===== src/rmte_pkg.sv =====
// Shared types and constants of the register map translation engine.
`default_nettype none
package rmte_pkg;

   typedef enum logic [2:0] {
      MODE_LOAD       = 3'd0,
      MODE_INGEST     = 3'd1,
      MODE_DEV_READ   = 3'd2,
      MODE_DEV_WRITE  = 3'd3,
      MODE_POOL_READ  = 3'd4,
      MODE_POOL_WRITE = 3'd5,
      MODE_RANGE      = 3'd6,
      MODE_ILLEGAL    = 3'd7
   } mode_type;

   typedef enum logic [1:0] {
      STATUS_OK               = 2'd0,
      STATUS_ILLEGAL_FUNCTION = 2'd1,
      STATUS_ILLEGAL_ADDRESS  = 2'd2,
      STATUS_POOL_RANGE       = 2'd3
   } status_type;

   typedef enum logic [1:0] {
      SRC_ZERO   = 2'd0,
      SRC_POOL   = 2'd1,
      SRC_MASKED = 2'd2
   } src_type;

   localparam logic [1:0] ACC_READ_ONLY  = 2'd0;
   localparam logic [1:0] ACC_WRITE_ONLY = 2'd1;
   localparam logic [1:0] ACC_READ_WRITE = 2'd2;
   localparam logic [1:0] ACC_RESERVED   = 2'd3;

   typedef struct packed {
      logic       latch;
      logic       clr_step;
      logic       tbl_write;
      logic       tbl_read_mid;
      logic       tbl_read_scan;
      logic       go_lower;
      logic       go_upper;
      logic       pool_read_direct;
      logic       pool_read_entry;
      logic       pool_write_direct;
      logic       pool_write_entry;
      logic       scan_next;
      logic       addr_next;
      logic       result_load;
      status_type result_status;
      src_type    result_src;
   } cmd_type;

   typedef struct packed {
      mode_type mode;
      logic     clear_done;
      logic     slot_ok;
      logic     outside_block;
      logic     direct_oob;
      logic     range_bad;
      logic     lo_lt_hi;
      logic     entry_hit;
      logic     entry_less;
      logic     entry_oob;
      logic     scan_more;
      logic     pool_match;
      logic     access_denied;
      logic     last_addr;
   } sts_type;

endpackage
`default_nettype wire


===== src/rmte_ctrl.sv =====
// Controller state machine of the register map translation engine.
`default_nettype none
module rmte_ctrl
   import rmte_pkg::*;
(
   input  wire logic    clock,
   input  wire logic    reset,
   input  wire logic    req_valid,
   output logic         req_ready,
   output logic         rsp_valid,
   input  wire logic    rsp_ready,
   output cmd_type      cmd,
   input  wire sts_type sts
);
   typedef enum logic [3:0] {
      ST_CLEAR, ST_IDLE, ST_DECODE, ST_SEARCH, ST_SEARCH_WAIT,
      ST_SCAN, ST_SCAN_WAIT, ST_FINISH
   } state_type;

   state_type  state_ff, state_in;
   logic       rsp_valid_ff, rsp_valid_in;
   status_type res_status_ff, res_status_in;
   src_type    res_src_ff, res_src_in;

   always_comb begin
      cmd           = '0;
      state_in      = state_ff;
      res_status_in = res_status_ff;
      res_src_in    = res_src_ff;
      rsp_valid_in  = rsp_valid_ff && !rsp_ready;
      case (state_ff)
         ST_CLEAR: begin
            cmd.clr_step = 1'b1;
            if (sts.clear_done) state_in = ST_IDLE;
         end
         ST_IDLE: begin
            if (req_valid) begin
               cmd.latch = 1'b1;
               state_in  = ST_DECODE;
            end
         end
         ST_DECODE: begin
            res_status_in = STATUS_OK;
            res_src_in    = SRC_ZERO;
            state_in      = ST_FINISH;
            case (sts.mode)
               MODE_LOAD: begin
                  if (sts.slot_ok) cmd.tbl_write = 1'b1;
                  else res_status_in = STATUS_ILLEGAL_ADDRESS;
               end
               MODE_INGEST: begin
                  if (sts.outside_block) res_status_in = STATUS_ILLEGAL_ADDRESS;
                  else state_in = ST_SEARCH;
               end
               MODE_DEV_READ, MODE_DEV_WRITE: begin
                  state_in = ST_SEARCH;
               end
               MODE_POOL_READ: begin
                  if (sts.direct_oob) begin
                     res_status_in = STATUS_POOL_RANGE;
                  end else begin
                     cmd.pool_read_direct = 1'b1;
                     res_src_in           = SRC_POOL;
                  end
               end
               MODE_POOL_WRITE: begin
                  if (sts.direct_oob) res_status_in = STATUS_POOL_RANGE;
                  else cmd.pool_write_direct = 1'b1;
               end
               MODE_RANGE: begin
                  if (sts.range_bad) res_status_in = STATUS_ILLEGAL_ADDRESS;
                  else state_in = ST_SCAN;
               end
               default: begin
                  res_status_in = STATUS_ILLEGAL_FUNCTION;
               end
            endcase
         end
         ST_SEARCH: begin
            if (sts.lo_lt_hi) begin
               cmd.tbl_read_mid = 1'b1;
               state_in         = ST_SEARCH_WAIT;
            end else begin
               res_status_in = STATUS_ILLEGAL_ADDRESS;
               state_in      = ST_FINISH;
            end
         end
         ST_SEARCH_WAIT: begin
            if (sts.entry_hit) begin
               state_in = ST_FINISH;
               if (sts.entry_oob) begin
                  res_status_in = STATUS_POOL_RANGE;
               end else if (sts.mode == MODE_DEV_READ) begin
                  cmd.pool_read_entry = 1'b1;
                  res_src_in          = SRC_MASKED;
               end else begin
                  cmd.pool_write_entry = 1'b1;
               end
            end else begin
               cmd.go_lower = sts.entry_less;
               cmd.go_upper = !sts.entry_less;
               state_in     = ST_SEARCH;
            end
         end
         ST_SCAN: begin
            if (sts.scan_more) begin
               cmd.tbl_read_scan = 1'b1;
               state_in          = ST_SCAN_WAIT;
            end else begin
               res_status_in = STATUS_ILLEGAL_ADDRESS;
               state_in      = ST_FINISH;
            end
         end
         ST_SCAN_WAIT: begin
            if (sts.pool_match) begin
               if (sts.access_denied) begin
                  res_status_in = STATUS_ILLEGAL_FUNCTION;
                  state_in      = ST_FINISH;
               end else if (sts.last_addr) begin
                  state_in = ST_FINISH;
               end else begin
                  cmd.addr_next = 1'b1;
                  state_in      = ST_SCAN;
               end
            end else begin
               cmd.scan_next = 1'b1;
               state_in      = ST_SCAN;
            end
         end
         ST_FINISH: begin
            if (!rsp_valid_ff || rsp_ready) begin
               cmd.result_load = 1'b1;
               rsp_valid_in    = 1'b1;
               state_in        = ST_IDLE;
            end
         end
         default: begin
            state_in = ST_IDLE;
         end
      endcase
      cmd.result_status = res_status_ff;
      cmd.result_src    = res_src_ff;
   end

   always_ff @(posedge clock) begin
      if (reset) begin
         state_ff      <= ST_CLEAR;
         rsp_valid_ff  <= 1'b0;
         res_status_ff <= STATUS_OK;
         res_src_ff    <= SRC_ZERO;
      end else begin
         state_ff      <= state_in;
         rsp_valid_ff  <= rsp_valid_in;
         res_status_ff <= res_status_in;
         res_src_ff    <= res_src_in;
      end
   end

   assign req_ready = (state_ff == ST_IDLE);
   assign rsp_valid = rsp_valid_ff;
endmodule
`default_nettype wire


===== config.mk =====
export PLATFORM = sky130hd
export DESIGN_NAME = rmte_ctrl
export DESIGN_NICKNAME = d
export VERILOG_FILES = /design/src/rmte_pkg.sv /design/src/rmte_ctrl.sv
export SDC_FILE = /design/constraint.sdc
export NUM_CORES = 1
export LEC_CHECK = 0
export BUFFER_PORTS_ARGS = -buffer_cell sky130_fd_sc_hd__buf_2
export CELL_PAD_IN_SITES_DETAIL_PLACEMENT = 0
export CELL_PAD_IN_SITES_GLOBAL_PLACEMENT = 1
export CORE_ASPECT_RATIO = 0.75
export CORE_UTILIZATION = 30
export CTS_BUF_LIST = sky130_fd_sc_hd__clkbuf_8
export DETAILED_ROUTE_END_ITERATION = 10
export GPL_ROUTABILITY_DRIVEN = 0
export PLACE_DENSITY_LB_ADDON = 0.1
export SKIP_CTS_REPAIR_TIMING = 1
export SLEW_MARGIN = 20
export SYNTH_ARGS = -nofsm -noshare
export SYNTH_HDL_FRONTEND = slang
export SYNTH_SLANG_ARGS = --single-unit

===== constraint.sdc =====
create_clock -name clock -period 2 [get_ports clock]
set_input_delay 0.2 -clock clock [delete_from_list [all_inputs] [get_ports clock]]
set_output_delay 0.2 -clock clock [all_outputs]
set_load 0.05 [all_outputs]

==> results of run 1 <==
[sequential cells by signal, summed over array words and instances, names as in the netlist]
signal	count
res_src_ff	2
state_ff	3
res_status_ff	2
rsp_valid	1
[how the worst min path moves through the flow]
stage	from	end	slack, ps
floorplan	sts[12]	state_ff[0]$_SDFFE_PP0P_	420
global placement	res_status_ff[0]$_SDFFE_PP0P_	res_status_ff[0]$_SDFFE_PP0P_	470
detailed placement	res_status_ff[0]$_SDFFE_PP0P_	res_status_ff[0]$_SDFFE_PP0P_	460
CTS	reset	res_src_ff[0]$_SDFFE_PP0P_	270
global route	reset	res_src_ff[0]$_SDFFE_PP0P_	270
finish	reset	res_src_ff[0]$_SDFFE_PP0P_	270
[cell families (layout without fill, tap and decap cells)]
| logic type | count (synthesis) | after routing | share of synthesized area [%] |
|---|---|---|---|
| and+or+nand+nor | 49 | 49 | 40.7 |
| AOI/OAI and AO/OA | 29 | 29 | 28.3 |
| buffers and inverters | 14 | 53 | 7.55 |
| DFF | 8 | 8 | 22.0 |
| muxes | 1 | 1 | 1.54 |
[critical path: stages, from the launching register on]
cell and delay, ps:
dfxtp_1 300, or3b_1 400, or4_4 440, nand2b_4 160, inv_2 50, buf_6 140
[per-stage QoR]
| step | cells | TNS [ps] | hold slack (ps) | power (W) | setup WS (ps) |
|---|---|---|---|---|---|
| floorplan | 101 | -506 | 417 | 0.000288 | -353 |
| global placement | 171 | 0 | 473 | 0.000343 | 241 |
| detailed placement | 171 | 0 | 464 | 0.000344 | 238 |
| CTS | 174 | -17.9 | 265 | 0.000544 | -17.9 |
| global route | 174 | 0 | 274 | 0.000567 | 5.05 |
| finish | 174 | 0 | 265 | 0.000538 | 83.4 |
[where the power goes]
group | leakage (nW) | internal, W | switching (W)
registers | 0.0648 | 0.000166 | 0.00000283
logic | 0.410 | 0.0000613 | 0.000113
clock network | 0.0216 | 0.000130 | 0.0000646
[final cells by class]
| type | instances | area [µm²] |
|---|---|---|
| Multi-Input combinational cell | 79 | 567 |
| Sequential cell | 8 | 160 |
| Clock buffer | 3 | 41.3 |
| Timing Repair Buffer | 43 | 234 |
| Inverter | 7 | 26.3 |
| Tap cell | 34 | 42.5 |
| Fill cell | 246 | 1220 |
[cells in the final DEF (no fill, tap or decap), types with 2 or more instances in the layout]
cell,Yosys,layout
buf_2,2,37
nand2_1,6,6
o21ai_1,2,2
inv_2,2,2
a211oi_1,2,2
clkbuf_8,0,3
nand2b_1,4,4
nor2b_1,7,7
nor2_1,7,5
a21oi_1,5,5
and3_1,2,2
nor3_2,0,3
o21ai_0,3,3
a32oi_1,2,2
dfxtp_1,8,8
buf_4,0,4
inv_1,5,5
nand3b_1,2,2
nor2_2,0,2
nand3_1,4,4
a31oi_1,3,3
[metal layers]
metal  track usage, %  up-vias
met5                0        -
met4             7.14        0
met3             4.58        5
met2             22.5       33
met1             26.8      395
li1                 -      449
==> results.py, run 1 <==
metrics = {
    "sta": {
        "skew_ps": 3.98,
        "period_share_pct": 95.8,
        "worstMarginPinSlew_ps": 433,
        "relSlewSlack_pct": 70.4,
        "setup_viol_count_final": 0,
        "finalMaxSlewViolations": 0,
        "timing.fmax_mhz": 522,
        "hold_viol_final": 0,
        "min_period_ps": 1920,
        "rsz0062_at_grt": "no",
    },
    "synth": {
        "yosys-top-cells-area": "dfxtp_1, nor2b_1, nor2_1, nor4b_1, a21oi_1",
        "synth-edff-count": 0,
        "synth_nets": 121,
        "ys_top_cells_by_count": "dfxtp_1, nor2_1, nor2b_1",
        "synth_ff_type": "dfxtp_1",
        "ys_ff_latch": 8,
        "seq_area_frac_synth_pct": 22.0,
        "synth_area_um2": 729,
        "synth.most_common_cell": "dfxtp_1",
        "yosys.area.top_type_share_pct": 22.0,
        "synth_area_per_cell_um2": 7.22,
        "synth_top_area_cell": "dfxtp_1",
        "syn_inst": 101,
        "ys_warn_count": 0,
        "netlist-cell-type-count": 43,
        "ys_async_sr_fraction_pct": 0,
    },
    "floorplan": {
        "dieArea_mm2": 0.00263,
        "io_pins": 40,
        "die_w_um": 58.9,
        "die_h_um": 44.7,
        "coreArea_mm2": 0.00229,
        "start_util_pct": 31.9,
        "rows": 15,
    },
    "clock_tree": {
        "cts_max_level": 1,
        "tritoncts": "done",
        "clock_tree.buffer_depth": 2,
        "root_buffer": "clkbuf_8",
        "cts_buffers": 3,
        "worstSkewPairLatency_ps": 230,
        "cts.clk_slew.worst_paths_ps": 40,
        "cts.sinks": 8,
    },
    "finish": {
        "drive_gt1_share_pct": 42.9,
        "fin_util_pct": 46.8,
        "fin_area_mm2": 0.00107,
        "final_net_count": 162,
        "syn_to_final_growth_pct": 46.8,
        "antenna_cells": 0,
    },
    "detailed_routing": {
        "route.met3.wl_um": 141,
        "drcViolationCount": 0,
        "highest_layer": "met4",
        "wl_met2_um": 855,
        "wire_per_inst_um": 12.4,
        "dr_total_vias": 882,
        "wl_met1_um": 1140,
        "first_pass_iters": 4,
        "dr.first_iter.drc_count": 37,
        "final_antenna_net_count": 0,
        "via_per_inst": 5.07,
        "routed_wl_um": 2160,
    },
    "grt": {
        "grt_pass1_vias": 677,
        "antenna_found_initial": 0,
        "grtUsageTotal_pct": 17.5,
        "grt_pass1_wl_um": 3280,
        "grt_max_degree": 24,
        "overflow": 0,
    },
    "setup_path": {
        "reg2reg_setup_slack_ps": 370,
        "startpoint_type": "register",
        "crit_type": "reg2out",
        "cp_max_fo": 2,
        "critPathCapture": "cmd[10]",
        "worst_setup_path_end_kind": "output port",
        "reg2reg_from": "state_ff[2]$_SDFFE_PP0P_",
        "cp.required_ps": 1800,
        "crit_arrival_ps": 1720,
        "crit_start": "state_ff[2]$_SDFFE_PP0P_",
        "r2r-end": "res_status_ff[0]$_SDFFE_PP0P_",
        "r2r_cells": 5,
    },
    "place": {
        "dpl_cell_area_mm2": 0.00102,
        "hpwl_um": 1690,
        "io_buffers": 39,
    },
    "pwr": {
        "leakage_nw": 0.497,
        "irDropWorstVdd_uv": 297,
        "p_per_area_mw_per_mm2": 502,
    },
    "run_status": {
        "outcome": "complete, no violations",
    },
    "min_path": {
        "hold_path_depth": 2,
        "hold_path.class": "in2reg",
    },
    "run": {
        "cap_violations": 0,
    },
}
No activity file was read; power rests on OpenSTA's default activity.
==> run 2: changes to the inputs <==
- BUFFER_PORTS_ARGS: -buffer_cell sky130_fd_sc_hd__buf_2 -> -buffer_cell sky130_fd_sc_hd__buf_4
==> run 2 against run 1 <==
Critical path type unchanged. Largest power group unchanged. Cell count is 0.57% higher. Cell area increased by 9.7%. Sequential power about the same. Flip-flop and latch count did not move. Die area unchanged. Non-clock buffer count increased by 1. Worst hold slack got worse by 40 ps. Power increased by 4.4%. Critical endpoint unchanged. Worst setup slack got worse by 12 ps.
==> results.py, run 2 (same netlist as run 1, synthesis figures left out) <==
metrics = {
    "grt": {
        "antenna_found_initial": 0,
        "grtUsageTotal_pct": 19.1,
        "grt_pass1_vias": 772,
        "overflow": 0,
        "grt_pass1_wl_um": 3660,
        "grt_max_degree": 24,
    },
    "sta": {
        "timing.fmax_mhz": 519,
        "setup_viol_count_final": 0,
        "hold_viol_final": 0,
        "rsz0062_at_grt": "no",
        "worstMarginPinSlew_ps": 478,
        "skew_ps": 1.03,
        "period_share_pct": 96.4,
        "relSlewSlack_pct": 67.3,
        "timing.hold.ws_ps": 225,
        "finalMaxSlewViolations": 0,
        "min_period_ps": 1930,
    },
    "floorplan": {
        "rows": 15,
        "die_h_um": 44.7,
        "io_pins": 40,
        "dieArea_mm2": 0.00263,
        "start_util_pct": 31.9,
        "die_w_um": 58.9,
        "coreArea_mm2": 0.00229,
    },
    "finish": {
        "syn_to_final_growth_pct": 61.1,
        "final_net_count": 163,
        "regMostFlops": "state_ff",
        "fin_cells": 175,
        "final_cell_mix": "buf_4, nor2b_1, dfxtp_1",
        "largest_reg_flops": 3,
        "reg_top3": "state_ff: 3 flops, res_src_ff: 2 flops, res_status_ff: 2 flops",
        "final_common_cell": "buf_4",
        "drive_gt1_share_pct": 44.7,
        "antenna_cells": 0,
    },
    "detailed_routing": {
        "first_pass_iters": 4,
        "drcViolationCount": 0,
        "via_per_inst": 5.11,
        "routed_wl_um": 2350,
        "dr.first_iter.drc_count": 45,
        "dr_total_vias": 895,
        "wire_per_inst_um": 13.4,
        "final_antenna_net_count": 0,
    },
    "place": {
        "io_buffers": 39,
        "hpwl_um": 1830,
        "dp_cells": 172,
    },
    "pwr": {
        "switching_power_w": 0.000186,
        "leakage_nw": 0.522,
        "power_frac_comb_pct": 34.6,
        "p_per_area_mw_per_mm2": 478,
        "intPower_w": 0.000376,
        "irDropWorstVdd_uv": 304,
        "seqPwrFrac_pct": 30.2,
        "swShare_pct": 33.0,
        "clock_power_share_pct": 35.2,
    },
    "clock_tree": {
        "cts_buffers": 3,
        "cts.clk_slew.worst_paths_ps": 40,
        "cts_max_level": 1,
        "worstSkewPairLatency_ps": 230,
        "cts.sinks": 8,
        "root_buffer": "clkbuf_8",
        "clock_tree.buffer_depth": 2,
        "tritoncts": "done",
    },
    "setup_path": {
        "reg2reg_from": "state_ff[2]$_SDFFE_PP0P_",
        "cp_max_fo": 3,
        "reg2reg_setup_slack_ps": 350,
        "crit_start": "state_ff[1]$_SDFFE_PP0P_",
        "crit_arrival_ps": 1730,
        "critPathCapture": "cmd[10]",
        "r2r-end": "res_status_ff[0]$_SDFFE_PP0P_",
        "worst_setup_path_end_kind": "output port",
        "cp.required_ps": 1800,
        "startpoint_type": "register",
        "r2r_cells": 5,
        "crit_type": "reg2out",
    },
    "min_path": {
        "hold_path.class": "in2reg",
    },
    "run": {
        "cap_violations": 0,
    },
    "run_status": {
        "outcome": "complete, no violations",
    },
}
## run 2: worst max-delay path, stage by stage, from the launching register on
cell,delay [ps]
dfxtp_2,330
or3b_4,380
or4_4,430
nand2b_4,160
inv_2,50
buf_6,140
## run 2: power groups by stage
| stage | clock network, W | logic (W) | registers (W) |
|---|---|---|---|
| after floorplan | 0 | 0.000107 | 0.000181 |
| after global placement | 0 | 0.000191 | 0.000171 |
| after detailed placement | 0 | 0.000192 | 0.000172 |
| after CTS | 0.000206 | 0.000192 | 0.000169 |
| after global routing | 0.000214 | 0.000210 | 0.000170 |
| final | 0.000198 | 0.000194 | 0.000170 |
## run 2: layer usage
metal / track usage (%) / vias to the layer above / share of wire, %
met2: 28.4 / 24 / 43
met1: 26.7 / 416 / 52
met3: 5.16 / 0 / 5.6
li1: - / 455 / -
met4: 6.19 / 0 / 0
met5: 0 / - / 0
## run 2: worst min-delay path by stage
stage          slack [ps]                          to  depth (start not counted)     from
2_1_floorplan         420    state_ff[0]$_SDFFE_PP0P_                          3  sts[12]
3_3_place_gp          460  res_src_ff[0]$_SDFFE_PP0P_                          2    reset
3_5_place_dp          460  res_src_ff[0]$_SDFFE_PP0P_                          2    reset
4_1_cts               220  res_src_ff[0]$_SDFFE_PP0P_                          2    reset
5_1_grt               220  res_src_ff[0]$_SDFFE_PP0P_                          2    reset
6_report              220  res_src_ff[0]$_SDFFE_PP0P_                          2    reset
## run 2: area by class of cell
class                      instances  area [µm²]
timing repair buffer              44         334
sequential                         8         161
inverter                           7        26.3
clock buffer                       3        41.3
tap                               34        42.5
fill                             247        1110
multi-input combinational         79         569
## run 2: through the flow
stage                     area (µm²)  setup slack [ps]  power (W)  utilization (%)  setup TNS [ps]
after detailed placement        1120               266   0.000363             49.1               0
after floorplan                  779              -353   0.000288                -            -506
final                           1170              71.9   0.000561             51.3               0
after global routing            1170              23.3   0.000594             51.3               0
after global placement          1120               288   0.000362             49.1               0
after CTS                       1160              6.24   0.000567             50.9               0
==> run 3: changes to the inputs <==
- CORE_ASPECT_RATIO: 0.75 -> not set
==> run 3 against run 2 <==
Worst hold slack worse by 8.2 ps. First-iteration DRC count down 56%. Global-route usage down 0.32 points. Combinational power about the same. Count of clock-buffer cells in the layout unchanged. Power down 0.66%. Cell area down 2.1%. Via count up 0.67%. Maximum frequency about the same. Clock skew down 0.94 ps. Flip-flop and latch count unchanged.
==> results.py, run 3 (same netlist as run 1, synthesis figures left out) <==
metrics = {
    "place": {
        "io_buffers": 39,
        "hpwl_um": 1750,
        "dpl_cell_area_mm2": 0.00111,
        "place_ws_ps": 311,
    },
    "run": {
        "cap_violations": 0,
    },
    "detailed_routing": {
        "routed_wl_um": 2230,
        "via_per_inst": 5.36,
        "final_antenna_net_count": 0,
        "dr_total_vias": 901,
        "wire_per_inst_um": 13.3,
        "dr.first_iter.drc_count": 20,
        "first_pass_iters": 4,
        "drcViolationCount": 0,
    },
    "pwr": {
        "leakage_nw": 0.512,
        "p_per_area_mw_per_mm2": 485,
        "power_w": 0.000558,
        "irDropWorstVdd_uv": 270,
    },
    "clock_tree": {
        "cts_max_level": 1,
        "worstSkewPairLatency_ps": 230,
        "clock_tree.buffer_depth": 2,
        "cts.clk_slew.worst_paths_ps": 40,
        "root_buffer": "clkbuf_8",
        "tritoncts": "done",
        "cts_buffers": 3,
        "cts.sinks": 8,
    },
    "floorplan": {
        "coreArea_mm2": 0.00225,
        "die_w_um": 51.3,
        "die_h_um": 51.3,
        "start_util_pct": 32.4,
        "dieArea_mm2": 0.00263,
        "io_pins": 40,
        "rows": 17,
    },
    "finish": {
        "final_net_count": 162,
        "final_common_cell": "buf_4",
        "largest_reg_flops": 3,
        "drive_gt1_share_pct": 42.1,
        "final_cell_mix": "buf_4, dfxtp_1, nor2b_1",
        "regMostFlops": "state_ff",
        "reg_top3": "state_ff: 3 flops, res_src_ff: 2 flops, res_status_ff: 2 flops",
        "antenna_cells": 0,
        "syn_to_final_growth_pct": 57.6,
        "fin_util_pct": 51.0,
        "fin_area_mm2": 0.00115,
    },
    "sta": {
        "period_share_pct": 96.4,
        "fin_setup_tns_ps": 0,
        "rsz0062_at_grt": "no",
        "skew_ps": 0.0920,
        "setup_viol_count_final": 0,
        "timing.final.ws_setup_ps": 71.7,
        "worstMarginPinSlew_ps": 558,
        "min_period_ps": 1930,
        "finalMaxSlewViolations": 0,
        "timing.fmax_mhz": 519,
        "relSlewSlack_pct": 61.9,
        "hold_viol_final": 0,
    },
    "grt": {
        "grtUsageTotal_pct": 18.7,
        "grt_pass1_vias": 800,
        "grt_pass1_wl_um": 3670,
        "overflow": 0,
        "grt_max_degree": 24,
        "antenna_found_initial": 0,
    },
    "min_path": {
        "hold_path.class": "in2reg",
    },
    "setup_path": {
        "cp.required_ps": 1800,
        "worst_setup_path_end_kind": "output port",
        "crit_arrival_ps": 1730,
        "crit_type": "reg2out",
        "startpoint_type": "register",
        "cp_max_fo": 2,
    },
    "run_status": {
        "outcome": "complete, no violations",
    },
}
-- run 3: cell types whose count changed in the layout (fill, tap and decap cells not counted) --
cell,previous run,this run
buf_6,1,0
dfxtp_1,7,8
dfxtp_2,1,0
nor2_1,5,6
nor2_2,2,1
or3b_1,0,1
or3b_4,1,0
-- run 3: area by class of cell --
type	instances	area [µm²]
flip-flops and latches	8	160
well taps	28	35.0
multi-input cells	79	564
fillers	236	1100
clock buffers	3	41.3
inverters	7	26.3
repair buffers	43	323
-- run 3: worst max-delay path, stage by stage (launching register included) --
cell	delay (ps)
dfxtp_1	300
or3b_1	390
or4_4	430
nand2b_4	160
inv_2	40
buf_4	180
-- run 3: through the flow --
step	hold slack, ps	std cells
after global placement	458	165
final	217	168
after floorplan	417	101
after CTS	217	168
after global routing	235	168
after detailed placement	458	165
-- run 3: power by group --
group | internal, W | switching, W | total (W)
Combinational | 0.0000771 | 0.000114 | 0.000191
Clock | 0.000131 | 0.0000673 | 0.000198
Sequential | 0.000166 | 0.00000238 | 0.000168
-- run 3: per-layer routing --
layer	track usage, %	routed length, µm	vias to the layer above
met5	0	0	-
met4	6.76	11	0
met3	3.87	145	2
met2	28.3	993	33
met1	26.0	1080	412
li1	-	-	454
-- run 3: final timing paths --
kind,slack (ps),cells past startpoint,end,from
worst max-delay path,70,5,cmd[10],state_ff[2]$_SDFFE_PP0P_
worst min-delay path,220,2,res_src_ff[0]$_SDFFE_PP0P_,reset
worst max register to register,330,5,res_status_ff[1]$_SDFFE_PP0P_,state_ff[1]$_SDFFE_PP0P_
worst min register to register,480,2,res_status_ff[0]$_SDFFE_PP0P_,res_status_ff[0]$_SDFFE_PP0P_
